`config.mk`:
```
export PLATFORM = sky130hd
export DESIGN_NAME = cge_ctrl
export DESIGN_NICKNAME = d
export VERILOG_FILES = /design/src/sv/cge_pkg.sv /design/src/sv/cge_ctrl.sv
export SDC_FILE = /design/constraint.sdc
export NUM_CORES = 1
export LEC_CHECK = 0
export BUFFER_PORTS_ARGS = -buffer_cell sky130_fd_sc_hd__buf_2
export CELL_PAD_IN_SITES_DETAIL_PLACEMENT = 1
export CELL_PAD_IN_SITES_GLOBAL_PLACEMENT = 1
export CORE_MARGIN = 10
export CORE_UTILIZATION = 30
export CTS_BUF_LIST = sky130_fd_sc_hd__clkbuf_8
export DETAILED_ROUTE_END_ITERATION = 10
export PLACE_DENSITY_LB_ADDON = 0.1
export SLEW_MARGIN = 20
export SYNTH_ARGS = -nofsm -noshare
export SYNTH_HDL_FRONTEND = slang
export SYNTH_SLANG_ARGS = --single-unit
```
`constraint.sdc`:
```
create_clock -name clk -period 1.65 [get_ports clk]
set_clock_uncertainty 0.05 [all_clocks]
set_input_delay 0.0825 -clock clk [delete_from_list [all_inputs] [get_ports clk]]
set_output_delay 0.0825 -clock clk [all_outputs]
set_load 0.03 [all_outputs]
```
`src/sv/cge_pkg.sv`:
```
`timescale 1ns / 1ps
`default_nettype none
// shared types and constants for the conflict graph edge insert block
// no dependencies

package cge_pkg;

    localparam int NUM_VARS      = 1024;
    localparam int EDGE_CAPACITY = 4096;
    localparam int NODE_COUNT    = 2 * NUM_VARS;
    localparam int VAR_W         = 10;
    localparam int NODE_W        = $clog2(NODE_COUNT);
    localparam int EDGE_W        = $clog2(EDGE_CAPACITY + 1);
    localparam int EIDX_W        = $clog2(EDGE_CAPACITY);
    localparam int COUNT_W       = 13;
    localparam int ADDED_W       = 3;
    localparam logic [EDGE_W-1:0] NIL = EDGE_W'(EDGE_CAPACITY);

    localparam logic [1:0] KIND_UPPER = 2'd1;
    localparam logic [1:0] KIND_LOWER = 2'd2;

    // which pair of nodes the datapath is working on
    typedef enum logic [1:0] {
        SEL_N1 = 2'd0,
        SEL_C1 = 2'd1,
        SEL_N2 = 2'd2,
        SEL_C2 = 2'd3
    } node_sel_t;

    typedef struct packed {
        logic      load;       // latch a new item
        logic      head_rd;    // read head of src node
        node_sel_t src;
        node_sel_t dst;
        logic      walk_rd;    // read edge at cursor
        logic      cur_from_head;
        logic      insert;     // prepend src->dst
        logic      set_full;
        logic      clr_head;   // write empty marker at clear address
    } dp_cmd_t;

    typedef struct packed {
        logic item_ok;         // graph not full when item latched
        logic has_conflict;    // kind selects a conflict edge and vars differ
        logic head_empty;      // head read data is empty marker
        logic room;            // an edge slot is free
        logic cur_end;         // walk cursor past end
        logic hit;             // edge at cursor targets dst
        logic clr_last;        // clear address at last node
    } dp_stat_t;

endpackage

`default_nettype wire

```
`src/sv/cge_ctrl.sv`:
```
`timescale 1ns / 1ps
`default_nettype none
// controller: sequences complement links, list walks and inserts
// depends on cge_pkg

module cge_ctrl (
    input  wire logic              clk,
    input  wire logic              rst_n,
    input  wire logic              start,
    output logic                   busy,
    output logic                   done,
    output cge_pkg::dp_cmd_t       cmd,
    input  wire cge_pkg::dp_stat_t stat
);

    typedef enum logic [8:0] {
        S_IDLE  = 9'b0_0000_0001,
        S_HEAD  = 9'b0_0000_0010,   // head read issued
        S_CHECK = 9'b0_0000_0100,   // head data ready
        S_WLOAD = 9'b0_0000_1000,   // cursor loaded from head
        S_WRD   = 9'b0_0001_0000,   // edge read issued
        S_WCHK  = 9'b0_0010_0000,   // compare target
        S_NEXT  = 9'b0_0100_0000,
        S_DONE  = 9'b0_1000_0000,
        S_INIT  = 9'b1_0000_0000    // head store clearing pass
    } state_t;

    // steps: 0 n1->c1, 1 c1->n1, 2 n2->c2, 3 c2->n2, 4 n1->n2, 5 n2->n1
    logic [2:0] step_reg, step_next;
    state_t     state_reg, state_next;

    logic is_walk;
    assign is_walk = step_reg[2];

    always_comb
    begin
        cmd = '0;
        unique case (step_reg)
            3'd0: begin cmd.src = cge_pkg::SEL_N1; cmd.dst = cge_pkg::SEL_C1; end
            3'd1: begin cmd.src = cge_pkg::SEL_C1; cmd.dst = cge_pkg::SEL_N1; end
            3'd2: begin cmd.src = cge_pkg::SEL_N2; cmd.dst = cge_pkg::SEL_C2; end
            3'd3: begin cmd.src = cge_pkg::SEL_C2; cmd.dst = cge_pkg::SEL_N2; end
            3'd4: begin cmd.src = cge_pkg::SEL_N1; cmd.dst = cge_pkg::SEL_N2; end
            default: begin cmd.src = cge_pkg::SEL_N2; cmd.dst = cge_pkg::SEL_N1; end
        endcase
        state_next = state_reg;
        step_next  = step_reg;
        done       = 1'b0;
        unique case (state_reg)
            S_INIT:
            begin
                cmd.clr_head = 1'b1;
                if (stat.clr_last)
                    state_next = S_IDLE;
            end
            S_IDLE:
            begin
                if (start)
                begin
                    cmd.load  = 1'b1;
                    step_next = 3'd0;
                    state_next = S_HEAD;
                end
            end
            S_HEAD:
            begin
                if (!stat.item_ok)
                    state_next = S_DONE;
                else
                begin
                    cmd.head_rd = 1'b1;
                    state_next = S_CHECK;
                end
            end
            S_CHECK:
            begin
                if (is_walk)
                begin
                    cmd.cur_from_head = 1'b1;
                    state_next = S_WLOAD;
                end
                else if (!stat.head_empty)
                    state_next = S_NEXT;
                else if (stat.room)
                begin
                    cmd.insert = 1'b1;
                    state_next = S_NEXT;
                end
                else
                begin
                    cmd.set_full = 1'b1;
                    state_next = S_DONE;
                end
            end
            S_WLOAD, S_WCHK:
            begin
                if (state_reg == S_WCHK && stat.hit)
                    state_next = S_NEXT;
                else if (stat.cur_end)
                begin
                    if (stat.room)
                    begin
                        cmd.insert = 1'b1;
                        state_next = S_NEXT;
                    end
                    else
                    begin
                        cmd.set_full = 1'b1;
                        state_next = S_DONE;
                    end
                end
                else
                begin
                    cmd.walk_rd = 1'b1;
                    state_next = S_WRD;
                end
            end
            S_WRD:
                state_next = S_WCHK;
            S_NEXT:
            begin
                if (step_reg == 3'd5 || (step_reg == 3'd1 && !stat.has_conflict))
                    state_next = S_DONE;
                else
                begin
                    step_next = step_reg + 3'd1;
                    state_next = S_HEAD;
                end
            end
            S_DONE:
            begin
                done = 1'b1;
                state_next = S_IDLE;
            end
            default:
                state_next = S_IDLE;
        endcase
    end

    always_ff @(posedge clk or negedge rst_n)
    begin
        if (!rst_n)
        begin
            state_reg <= S_INIT;
            step_reg  <= '0;
        end
        else
        begin
            state_reg <= state_next;
            step_reg  <= step_next;
        end
    end

    assign busy = (state_reg != S_IDLE);

    a_done_once: assert property (@(posedge clk) disable iff (!rst_n)
        done |=> !done)
        else $error("double done");
    a_insert_step: assert property (@(posedge clk) disable iff (!rst_n)
        cmd.insert |-> (step_reg <= 3'd5))
        else $error("insert at bad step");
    a_walk_only: assert property (@(posedge clk) disable iff (!rst_n)
        cmd.walk_rd |-> is_walk)
        else $error("walk outside conflict step");

endmodule

`default_nettype wire

```
**Word-level counts from Yosys, hierarchy flattened**

Cells that the tools add are included.

- Memories kept: 0
- Input bits: 10
- Latch bits: 0
- ROM bits: 0
- Output and inout bits: 13
- Bits in registers: 12
- Logic and storage cells: 62
- Memory bits (writable): 0

- $add $sub $neg: 1
- Order comparisons: 0
- Reductions and logical operators: 9
- Multiplexer cells: 32
- Bitwise gates (word level): 0
- Multiply operators: 0
- Div/mod/pow operators: 0
- Shift-type cells: 0
- Equal/unequal tests: 18

Operators by type and width:

| kind | count |
|---|---|
| $pmux 9 s7 | 1 |
| $mux 9 | 6 |
| $mux 8 | 3 |
| $pmux 4 s5 | 1 |
| $mux 1 | 13 |
| $eq 9x1->1 const B | 1 |
| $eq 9x2->1 const B | 1 |
| $eq 9x3->1 const B | 1 |
| $eq 9x4->1 const B | 1 |
| $eq 9x5->1 const B | 1 |
| $eq 9x6->1 const B | 1 |
| $eq 9x7->1 const B | 1 |
| $eq 9x8->1 const B | 1 |
| $eq 9x9->1 const B | 1 |
| $ne 9x1->1 const B | 1 |
| $mux 2 | 4 |
| $eq 3x2->1 const B | 2 |
| $eq 3x3->1 const B | 2 |
| $mux 3 | 2 |
| $ne 2x2->1 const B | 3 |
| $pmux 3 s2 | 1 |
| $pmux 2 s2 | 1 |
| $add 3x1->3 const B | 1 |
| $eq 3x1->1 const B | 1 |
| other kinds (8) | 9 |

**Longest topological paths before layout**

Gate-level depths: netlist of the first run.

- Word-level depth: 5
- Depth in mapped cells: 6
- Mapped depth without buffers: 5

**Worst setup path after synthesis of the first run**

No wires, ideal clock.

- Kind: reg2out
- Start point: register state_reg[1]
- End point: output done
- Arrival: 1.873 ns
- Data required time: 1.517 ns
- Cell stages (with the launch flop): 5
- Path slack: -0.356 ns
- Cells stage by stage: dfrtp_1 -> clkbuf_1 -> nor2_1 -> nand2_1 -> nor4_1

- Word-level cells in the longest chain between the ends: 2

RTL lines:

| item | RTL line | source |
|---|---|---|
| start: declaration | cge_ctrl.sv:30 | `state_t state_reg, state_next;` |
| start signal: assignment | cge_ctrl.sv:149 | `state_reg <= state_next;` |
| $eq 9x8->1 | cge_ctrl.sv:49 | `unique case (state_reg)` |
| $mux 1 | cge_ctrl.sv:49 |  |
| end: declaration | cge_ctrl.sv:11 | `output logic done,` |

Every way passes these cells.

==> results.sh, run 1 <==
export IMPL_r2r_end="step_reg[2]"
export IMPL_start_of_the_worst_register_to_register_path="state_reg[7]"
export IMPL_antenna_found_initial=0
export IMPL_timing_slew_headroom_pct=76.4
export IMPL_grt_start_max_net_pins=13
export IMPL_io_buffer_count=22
export IMPL_clock_sinks=12
export IMPL_layout_common_cells="buf_4, buf_6, buf_2, nor2_1, dfrtp_1"
export IMPL_grt_pass1_vias=1200
export IMPL_fin_setup_tns_ns=-2.44
export IMPL_worstHoldPathCells=2
export IMPL_antenna_violating_nets_post_route=0
export IMPL_final_period_utilization_pct=118
export IMPL_die_w_um=77.7
export IMPL_asyncSetResetFlopFracSynth_pct=100
export IMPL_placement_rows=20
export IMPL_reg2reg_setup_slack_ns=-0.24
export IMPL_drcViolationCount=0
export IMPL_syn2layout_area_growth_pct=66.6
export IMPL_drt_iter0_drc=20
export IMPL_p_seq_share_pct=24.0
export IMPL_max_cap_viol_count=0
export IMPL_clock_power_share_pct=18.0
export IMPL_drtPass1Iterations=4
export IMPL_place_gp_congestion=0.752
export IMPL_synth_largest_area_cell="dfrtp_1"
export IMPL_maxSlewViolCount=0
export IMPL_rr_worst_depth=8
export IMPL_setup_viol_count_final=15
export IMPL_cell_internal_pwr_w=0.000929
export IMPL_outcome="finished, violations left"
export IMPL_hold_start="stat[2]"
export IMPL_numCtsBuffers=3
export IMPL_n_antenna_cell=0
export IMPL_floorplan_core_area_um2=3130
export IMPL_postSynthAreaPerCell_um2=8.69
export IMPL_finalHoldViolations=0
export IMPL_synth_enable_flop_cells=0
export IMPL_globalRoute_totalOverflow=0
export IMPL_critPathMaxFanout=3
export IMPL_dieArea_um2=6040
export IMPL_p_per_area_nw_per_um2=948
export IMPL_floorplan_io_pins=23
export IMPL_detailedPlace_worstSlack_ns=-0.152
export IMPL_layout_filler_cells=356
export IMPL_worst_slack_ns=-0.299
export IMPL_final_common_cell="buf_4"
export IMPL_num_vias=1059
export IMPL_floorplan_die_height_um=77.7
export IMPL_tritoncts="yes"
export IMPL_detailedPlacementHpwl_um=2670
export IMPL_synthesis_area_um2=1000
export IMPL_min_delay_path_class="primary input to flop"
export IMPL_cts_path_max_buffers=2
export IMPL_vias_per_cell=5.04
export IMPL_cp_start_kind="flop"
export IMPL_final_hold_worst_slack_ns=0.0202
export IMPL_grt_setup_unrepaired="yes"
export IMPL_largest_register_ff_count=9
export IMPL_synth_seq_area_share_pct=30.2
export IMPL_cp_end_kind="output port"
export IMPL_violations_in_the_final_reports="negative setup slack"
export IMPL_initial_core_util_pct=32.0
export IMPL_crit_type="flop to output port"
export IMPL_clockRootBuffer="clkbuf_8"
export IMPL_clock_insertion_delay_worst_skew_ns=0.24
export IMPL_drt_wl_total_um=3500
export IMPL_synth_top_cell_area_share_pct=27.5
export IMPL_nNetsFinal=182
export IMPL_ir_drop_mv=0.573
export IMPL_switching_power_w=0.000649
export IMPL_arrival_ns=1.82
export IMPL_synth_cells=115
export IMPL_path_clk_slew_ns=0.06
export IMPL_routed_wire_length_per_instance_um=16.7
export IMPL_worst_slew_pin_slew_ns=0.353
export IMPL_synth_flop_cell="dfrtp_1"
export IMPL_htree_num_levels=1
export IMPL_yosys_top_cells_area="dfrtp_1, ha_1, nor2_1, nor4_4, nor4b_1"
export IMPL_switching_share_pct=41.1
export IMPL_endpoint_with_the_worst_hold_slack="state_reg[4]"
export IMPL_final_area_um2=1670
export IMPL_postPlaceCellArea_um2=1350
export IMPL_achievable_frequency_ghz=0.513
export IMPL_yosys_cell_types_count=43
export IMPL_synth_warning_count=0
export IMPL_layout_cells_sized_above_1_pct=56.6
export IMPL_mappedNetlistNets=130
export IMPL_layout_min_cycle_time_ns=1.95
export IMPL_yosys_register_bits=12
export IMPL_grt_first_pass_wirelength_um=5820
export IMPL_total_leakage_power_nw=0.749
export IMPL_groute_usage_overall_pct=11.6
export IMPL_comb_power_share_pct=58.1
export IMPL_crit_required_ns=1.52
metrics by stage:
stage | utilization, % | total power, W | std cells
2_1_floorplan | - | 0.000777 | 115
3_3_place_gp | 43.2 | 0.00104 | 197
3_5_place_dp | 43.2 | 0.00106 | 197
4_1_cts | 51.2 | 0.00153 | 209
5_1_grt | 53.2 | 0.00167 | 210
6_report | 53.2 | 0.00158 | 210
synth_stat cells, drive strengths merged, types with 3 or more instances:
| cell type | instances |
|---|---|
| and3 | 3 |
| buf | 5 |
| clkbuf | 3 |
| dfrtp | 11 |
| ha | 5 |
| inv | 7 |
| nand2 | 8 |
| nand3 | 5 |
| nor2 | 13 |
| nor2b | 4 |
| nor3 | 5 |
| nor4 | 3 |
| nor4b | 5 |
| o21ai | 7 |
metal layers:
metal / share of wire, % / wire, um / vias up / global-route usage (%)
met5: 0 / 0 / - / 0
met4: 0.54 / 19 / 0 / 3.65
met3: 3.0 / 106 / 2 / 2.19
met2: 55 / 1920 / 16 / 21.1
met1: 42 / 1460 / 522 / 13.1
li1: - / - / 519 / -
critical path: stages, from the launching register on:
cell     delay (ns)
dfrtp_1        0.40
or4_4          0.58
nor4b_4        0.25
and3_4         0.21
buf_6          0.12
final cells by class:
cell class | count | area (um2) | area share [%]
multi-input cells | 88 | 783 | 47.0
repair buffers | 55 | 450 | 27.0
flip-flops and latches | 12 | 305 | 18.3
well taps | 44 | 55.1 | 3.31
clock buffers | 3 | 41.3 | 2.48
inverters | 7 | 26.3 | 1.58
clock inverters | 1 | 3.75 | 0.225
logic make-up after synthesis:
group	after synthesis	share of synthesized area, %
DFF	12	30.2
adders and majority gates	5	6.26
xor gates and xnor gates	2	1.75
buffers and inverters	15	7.13
muxes	1	1.50
AOI/OAI and AO/OA	19	12.5
and+or+nand+nor	61	40.7
power by group through the flow:
stage,clock network (W),registers (W),logic [W]
after floorplan,0,0.000371,0.000406
after global placement,0,0.000374,0.000667
after detailed placement,0,0.000376,0.000682
after CTS,0.000281,0.000375,0.000877
after global routing,0.000303,0.000383,0.000986
final,0.000283,0.000378,0.000917
what timing repair did:
item | CTS | global route
setup endpoints to repair | 17 | 23
gates resized for setup | 37 | 20
hold buffers | 2 | 0
hold endpoints to repair | 13 | 0
pin swaps | 9 | 7
setup buffers | 6 | 3
worst max-delay path by stage:
stage,from,to,slack (ns)
after floorplan,state_reg[3],state_reg[8],-0.07
after global placement,state_reg[4],cmd[2],-0.09
after detailed placement,state_reg[3],cmd[3],-0.15
after CTS,state_reg[4],cmd[3],-0.30
after global routing,state_reg[4],cmd[9],-0.35
final,state_reg[7],cmd[3],-0.30
Power figures use the tool's default switching activity.
==> run 2: changes to the inputs <==
- ABC_AREA: not set -> 1
- CORE_MARGIN: 10 -> 4
- HOLD_SLACK_MARGIN: not set -> 0.05
==> results.sh, run 2 <==
export IMPL_crit_type="flop to output port"
export IMPL_cp_startpoint="state_reg[1]"
export IMPL_final_period_utilization_pct=104
export IMPL_final_area_um2=1500
export IMPL_mappedNetlistNets=156
export IMPL_critPathMaxStageDelay_ns=0.43
export IMPL_cp_start_kind="flop"
export IMPL_routed_wire_length_per_instance_um=13.5
export IMPL_grt_first_pass_wirelength_um=5030
export IMPL_placement_rows=20
export IMPL_die_w_um=65.6
export IMPL_synth_cells=141
export IMPL_final_common_cell="nand2_1"
export IMPL_largest_register_ff_count=9
export IMPL_drcViolationCount=0
export IMPL_fin_util_pct=48.3
export IMPL_ir_drop_mv=0.315
export IMPL_total_leakage_power_nw=0.781
export IMPL_synth_largest_area_cell="dfrtp_1"
export IMPL_layout_common_cells="nand2_1, buf_4, inv_1, nand3_1"
export IMPL_drtPass1Iterations=4
export IMPL_htree_num_levels=1
export IMPL_numCtsBuffers=3
export IMPL_outcome="finished, violations left"
export IMPL_clockRootBuffer="clkbuf_8"
export IMPL_worstSetupEndpoint="cmd[2]"
export IMPL_yosys_register_bits=12
export IMPL_setup_viol_count_final=4
export IMPL_r2r_end="state_reg[0]"
export IMPL_timing_slew_headroom_pct=79.2
export IMPL_synthesis_area_um2=996
export IMPL_nNetsFinal=203
export IMPL_syn2layout_area_growth_pct=50.6
export IMPL_layout_filler_cells=428
export IMPL_layout_cells_sized_above_1_pct=47.6
export IMPL_clock_sinks=12
export IMPL_floorplan_io_pins=23
export IMPL_p_per_area_nw_per_um2=1120
export IMPL_antenna_found_initial=0
export IMPL_tritoncts="yes"
export IMPL_rr_worst_depth=10
export IMPL_drt_wl_total_um=3120
export IMPL_synth_flop_cell="dfrtp_1"
export IMPL_path_clk_slew_ns=0.06
export IMPL_layout_min_cycle_time_ns=1.71
export IMPL_synth_enable_flop_cells=0
export IMPL_grt_setup_unrepaired="yes"
export IMPL_detailedPlacementHpwl_um=2270
export IMPL_num_vias=1065
export IMPL_dieArea_um2=4310
export IMPL_critPathMaxFanout=3
export IMPL_yosys_cell_types_count=27
export IMPL_place_gp_congestion=0.845
export IMPL_synth_seq_area_share_pct=30.3
export IMPL_antenna_violating_nets_post_route=0
export IMPL_postPlaceCellArea_um2=1170
export IMPL_cp_end_kind="output port"
export IMPL_globalRoute_totalOverflow=0
export IMPL_arrival_ns=1.58
export IMPL_worstPathCellList="inv_1 -> nand2_1 -> nor2_2 -> nand3_4 -> nor2_4 -> nand3_1 -> o21ai_2 -> buf_6"
export IMPL_synth_top_cell_area_share_pct=27.6
export IMPL_n_antenna_cell=0
export IMPL_vias_per_cell=4.61
export IMPL_start_of_the_worst_register_to_register_path="state_reg[6]"
export IMPL_synth_warning_count=0
export IMPL_crit_required_ns=1.52
export IMPL_yosys_top_cells_area="dfrtp_1, nand2_1, nand3_1, inv_1, nor2_1"
export IMPL_io_buffer_count=22
export IMPL_grt_start_max_net_pins=13
export IMPL_postSynthAreaPerCell_um2=7.06
export IMPL_maxSlewViolCount=0
export IMPL_drt_iter0_drc=23
export IMPL_min_delay_path_class="primary input to flop"
export IMPL_finalHoldViolations=0
export IMPL_initial_core_util_pct=32.1
export IMPL_floorplan_die_height_um=65.6
export IMPL_max_cap_viol_count=0
export IMPL_clock_insertion_delay_worst_skew_ns=0.24
export IMPL_groute_usage_overall_pct=15.2
export IMPL_achievable_frequency_ghz=0.584
export IMPL_floorplan_core_area_um2=3100
export IMPL_critical_path_slowest_cell="dfrtp_1"
export IMPL_post_synth_top_count_cell="nand2_1"
export IMPL_grt_pass1_vias=1117
export IMPL_reg2reg_setup_slack_ns=0.10
export IMPL_synth_cells_most_frequent="nand2_1, inv_1, nor2_1"
export IMPL_violations_in_the_final_reports="negative setup slack"
export IMPL_asyncSetResetFlopFracSynth_pct=100
export IMPL_worst_slew_pin_slew_ns=0.311
export IMPL_worst_slack_ns=-0.0624
export IMPL_cts_path_max_buffers=2
## run 2: cell types whose count changed in the layout (fill, tap and decap cells not counted), moves of 4 or more
| cell | before | now |
|---|---|---|
| buf_4 | 26 | 22 |
| buf_6 | 16 | 6 |
| inv_1 | 5 | 18 |
| nand2_1 | 7 | 27 |
| nand2_2 | 1 | 8 |
| nand2_4 | 0 | 4 |
| nand3_1 | 3 | 14 |
| nand3_2 | 0 | 4 |
| nor2_1 | 8 | 12 |
| nor2_2 | 1 | 7 |
| o21ai_0 | 5 | 1 |
## run 2: cell families after synthesis
logic type	Yosys count	synth area share, %
flip-flops	12	30.3
AND/OR/NAND/NOR	94	49.6
AO/OA/AOI/OAI	5	3.14
buffers and inverters	25	10.7
adder cells (fa/ha/maj)	5	6.28
## run 2: how the worst min path moves through the flow
stage          cells past startpoint           end     from
2_1_floorplan                      0  state_reg[0]    rst_n
3_3_place_gp                       1  state_reg[5]    rst_n
3_5_place_dp                       1  state_reg[2]    rst_n
4_1_cts                            3  state_reg[2]  stat[6]
5_1_grt                            3  state_reg[2]  stat[6]
6_report                           3  state_reg[2]  stat[6]
## run 2: routing by layer
layer | share of wire, % | global-route usage (%) | vias to the layer above | wire, um
li1 | - | - | 532 | -
met1 | 44 | 18.3 | 513 | 1360
met2 | 53 | 27.5 | 16 | 1650
met3 | 2.7 | 2.74 | 4 | 85
met4 | 0.86 | 3.89 | 0 | 27
met5 | 0 | 0 | - | 0
## run 2: power by group
part           internal (W)  switching (W)
Sequential         0.000332      0.0000478
Clock              0.000164       0.000117
Combinational      0.000425       0.000599
## run 2: what timing repair did
action / CTS / global route
pin swaps: 6 / 3
gates resized for setup: 24 / 21
setup buffers: 8 / 8
hold buffers: 3 / 0
hold endpoints to repair: 14 / 0
endpoints found under the setup margin: 7 / 11
## run 2: layout make-up
cell class	instances	area [um2]	area share (%)
Multi-Input combinational cell	104	674	45.0
Timing Repair Buffer	43	323	21.5
Sequential cell	12	303	20.2
Inverter	24	100	6.67
Tap cell	44	55.1	3.67
Clock buffer	3	41.3	2.75
Clock inverter	1	3.75	0.250
## run 2: critical path, delay by kind of cell (launching register included)
kind	cells	cell delay (ns)
simple gates	5	0.56
buf+inv	2	0.26
compound gates	1	0.08
flops	1	0.43
## run 2: metrics by stage
stage	setup WS [ns]	setup TNS (ns)	std cells	power [W]	hold WS [ns]
4_1_cts	-0.0255	-0.0476	223	0.00151	0.0569
6_report	-0.0624	-0.121	231	0.00169	0.102
3_5_place_dp	0.0920	0	208	0.00110	-0.0543
3_3_place_gp	0.0960	0	208	0.00109	-0.0591
5_1_grt	-0.169	-0.638	231	0.00181	0.127
2_1_floorplan	0.0439	0	141	0.000906	-0.263
==> run 3: changes to the inputs <==
- ABC_AREA: 1 -> not set
==> results.sh, run 3 (synthesis gave the netlist of run 1 again) <==
export IMPL_critPathBufInv=1
export IMPL_placedCellCount=197
export IMPL_vias_per_cell=5.26
export IMPL_floorplan_io_pins=23
export IMPL_switching_share_pct=42.7
export IMPL_cts_path_max_buffers=2
export IMPL_io_buffer_count=22
export IMPL_largest_register_ff_count=9
export IMPL_detailedPlacementHpwl_um=2630
export IMPL_grt_first_pass_wirelength_um=6150
export IMPL_worst_slack_ns=-0.321
export IMPL_groute_usage_overall_pct=19.2
export IMPL_syn2layout_area_growth_pct=73.5
export IMPL_outcome="finished, violations left"
export IMPL_min_delay_path_class="primary input to flop"
export IMPL_layout_cells_sized_above_1_pct=58.7
export IMPL_switching_power_w=0.000647
export IMPL_nNetsFinal=183
export IMPL_start_of_the_worst_register_to_register_path="state_reg[4]"
export IMPL_n_antenna_cell=0
export IMPL_finalNonFillerCells=211
export IMPL_rr_worst_depth=7
export IMPL_worstHoldPathCells=2
export IMPL_p_seq_share_pct=26.4
export IMPL_endpoint_with_the_worst_hold_slack="state_reg[2]"
export IMPL_clock_power_share_pct=19.2
export IMPL_reg2reg_setup_slack_ns=-0.27
export IMPL_cp_start_kind="flop"
export IMPL_critical_path_slowest_cell="or4_4"
export IMPL_cp_end_kind="output port"
export IMPL_drtPass1Iterations=4
export IMPL_antenna_violating_nets_post_route=0
export IMPL_drt_iter0_drc=54
export IMPL_final_common_cell="buf_4"
export IMPL_critPathMaxFanout=3
export IMPL_drt_wl_total_um=3700
export IMPL_grt_setup_unrepaired="yes"
export IMPL_p_per_area_nw_per_um2=874
export IMPL_die_w_um=65.7
export IMPL_htree_num_levels=1
export IMPL_max_cap_viol_count=0
export IMPL_drcViolationCount=0
export IMPL_floorplan_die_height_um=65.7
export IMPL_numCtsBuffers=3
export IMPL_critical_path_top_delay_family="simple AND/OR/NAND/NOR gates"
export IMPL_layout_min_cycle_time_ns=1.97
export IMPL_power_w=0.00152
export IMPL_place_gp_congestion=0.787
export IMPL_antenna_found_initial=0
export IMPL_grt_start_max_net_pins=13
export IMPL_clockRootBuffer="clkbuf_8"
export IMPL_achievable_frequency_ghz=0.507
export IMPL_routed_wire_length_per_instance_um=17.5
export IMPL_maxSlewViolCount=0
export IMPL_worst_slew_pin_slew_ns=0.359
export IMPL_hold_start="stat[6]"
export IMPL_dieArea_um2=4320
export IMPL_globalRoute_totalOverflow=0
export IMPL_ir_drop_mv=0.483
export IMPL_comb_power_share_pct=54.4
export IMPL_tritoncts="yes"
export IMPL_initial_core_util_pct=32.0
export IMPL_grt_pass1_vias=1264
export IMPL_floorplan_core_area_um2=3130
export IMPL_finalHoldViolations=0
export IMPL_worstPathCellList="or4_4 -> nor4b_4 -> and3_4 -> buf_6"
export IMPL_num_vias=1110
export IMPL_layout_filler_cells=365
export IMPL_clock_sinks=12
export IMPL_final_period_utilization_pct=119
export IMPL_layout_common_cells="buf_4, buf_6, buf_2, dfrtp_1, nand2_1"
export IMPL_placement_rows=20
export IMPL_clock_insertion_delay_worst_skew_ns=0.25
export IMPL_arrival_ns=1.84
export IMPL_crit_required_ns=1.52
export IMPL_r2r_end="step_reg[2]"
export IMPL_violations_in_the_final_reports="negative setup slack"
export IMPL_crit_type="flop to output port"
export IMPL_critPathMaxStageDelay_ns=0.59
export IMPL_setup_viol_count_final=15
export IMPL_total_leakage_power_nw=0.772
export IMPL_cell_internal_pwr_w=0.000868
export IMPL_timing_slew_headroom_pct=76.0
export IMPL_path_clk_slew_ns=0.06
## run 3: cell types whose count changed in the layout (fill, tap and decap cells not counted), sizes merged, moves of 4 or more
cell	change
nor2b	+4
nand2	-31
nor4b	+5
o21ai	+4
nand3	-15
inv	-16
buf	+13
nor2	-13
## run 3: layout make-up
cell class | instances | area, um2 | share of cell area (%)
Tap cell | 44 | 55.1 | 3.17
Clock inverter | 1 | 3.75 | 0.216
Clock buffer | 3 | 41.3 | 2.38
Timing Repair Buffer | 56 | 474 | 27.3
Inverter | 7 | 26.3 | 1.52
Multi-Input combinational cell | 88 | 830 | 47.8
Sequential cell | 12 | 304 | 17.5
## run 3: routing by layer
metal / track usage, % / wire length, um / vias to the layer above
met2: 35.9 / 1960 / 23
met3: 2.05 / 72 / 7
met1: 20.9 / 1580 / 557
li1: - / - / 523
met5: 0 / 0 / -
met4: 9.84 / 87 / 0
## run 3: repair_timing
item | 4_1_cts | 5_1_grt
resized for setup | 49 | 24
hold buffers | 3 | 0
hold endpoints to repair | 14 | 0
pin swaps | 9 | 12
gates cloned | 0 | 0
buffers inserted | 7 | 4
setup endpoints to repair | 18 | 22
## run 3: power groups by stage
stage          logic (W)  clock network, W  registers [W]
2_1_floorplan   0.000406                 0       0.000371
3_3_place_gp    0.000621                 0       0.000381
3_5_place_dp    0.000630                 0       0.000385
4_1_cts         0.000796          0.000294       0.000391
5_1_grt         0.000888          0.000315       0.000406
6_report        0.000824          0.000292       0.000400
## run 3: how the worst max path moves through the flow
stage                       startpoint            to  slack [ns]  cells past startpoint
after global placement    state_reg[4]        cmd[3]        -0.1                      4
after floorplan           state_reg[3]  state_reg[8]       -0.07                      5
after detailed placement  state_reg[3]        cmd[2]       -0.16                      6
after global routing      state_reg[3]        cmd[3]       -0.38                      4
after CTS                 state_reg[3]        cmd[3]       -0.32                      4
final                     state_reg[3]        cmd[3]       -0.32                      4
## run 3: metrics by stage
step | utilization [%] | worst slack (ns) | hold slack [ns] | area, um2 | TNS (ns)
after floorplan | - | -0.0749 | -0.263 | 1060 | -0.334
after global placement | 43.2 | -0.0983 | -0.0655 | 1350 | -0.524
after detailed placement | 43.2 | -0.158 | -0.0543 | 1350 | -1.09
after CTS | 52.8 | -0.315 | 0.0989 | 1650 | -2.61
after global routing | 55.4 | -0.383 | 0.0986 | 1730 | -4.02
final | 55.4 | -0.321 | 0.103 | 1730 | -2.83
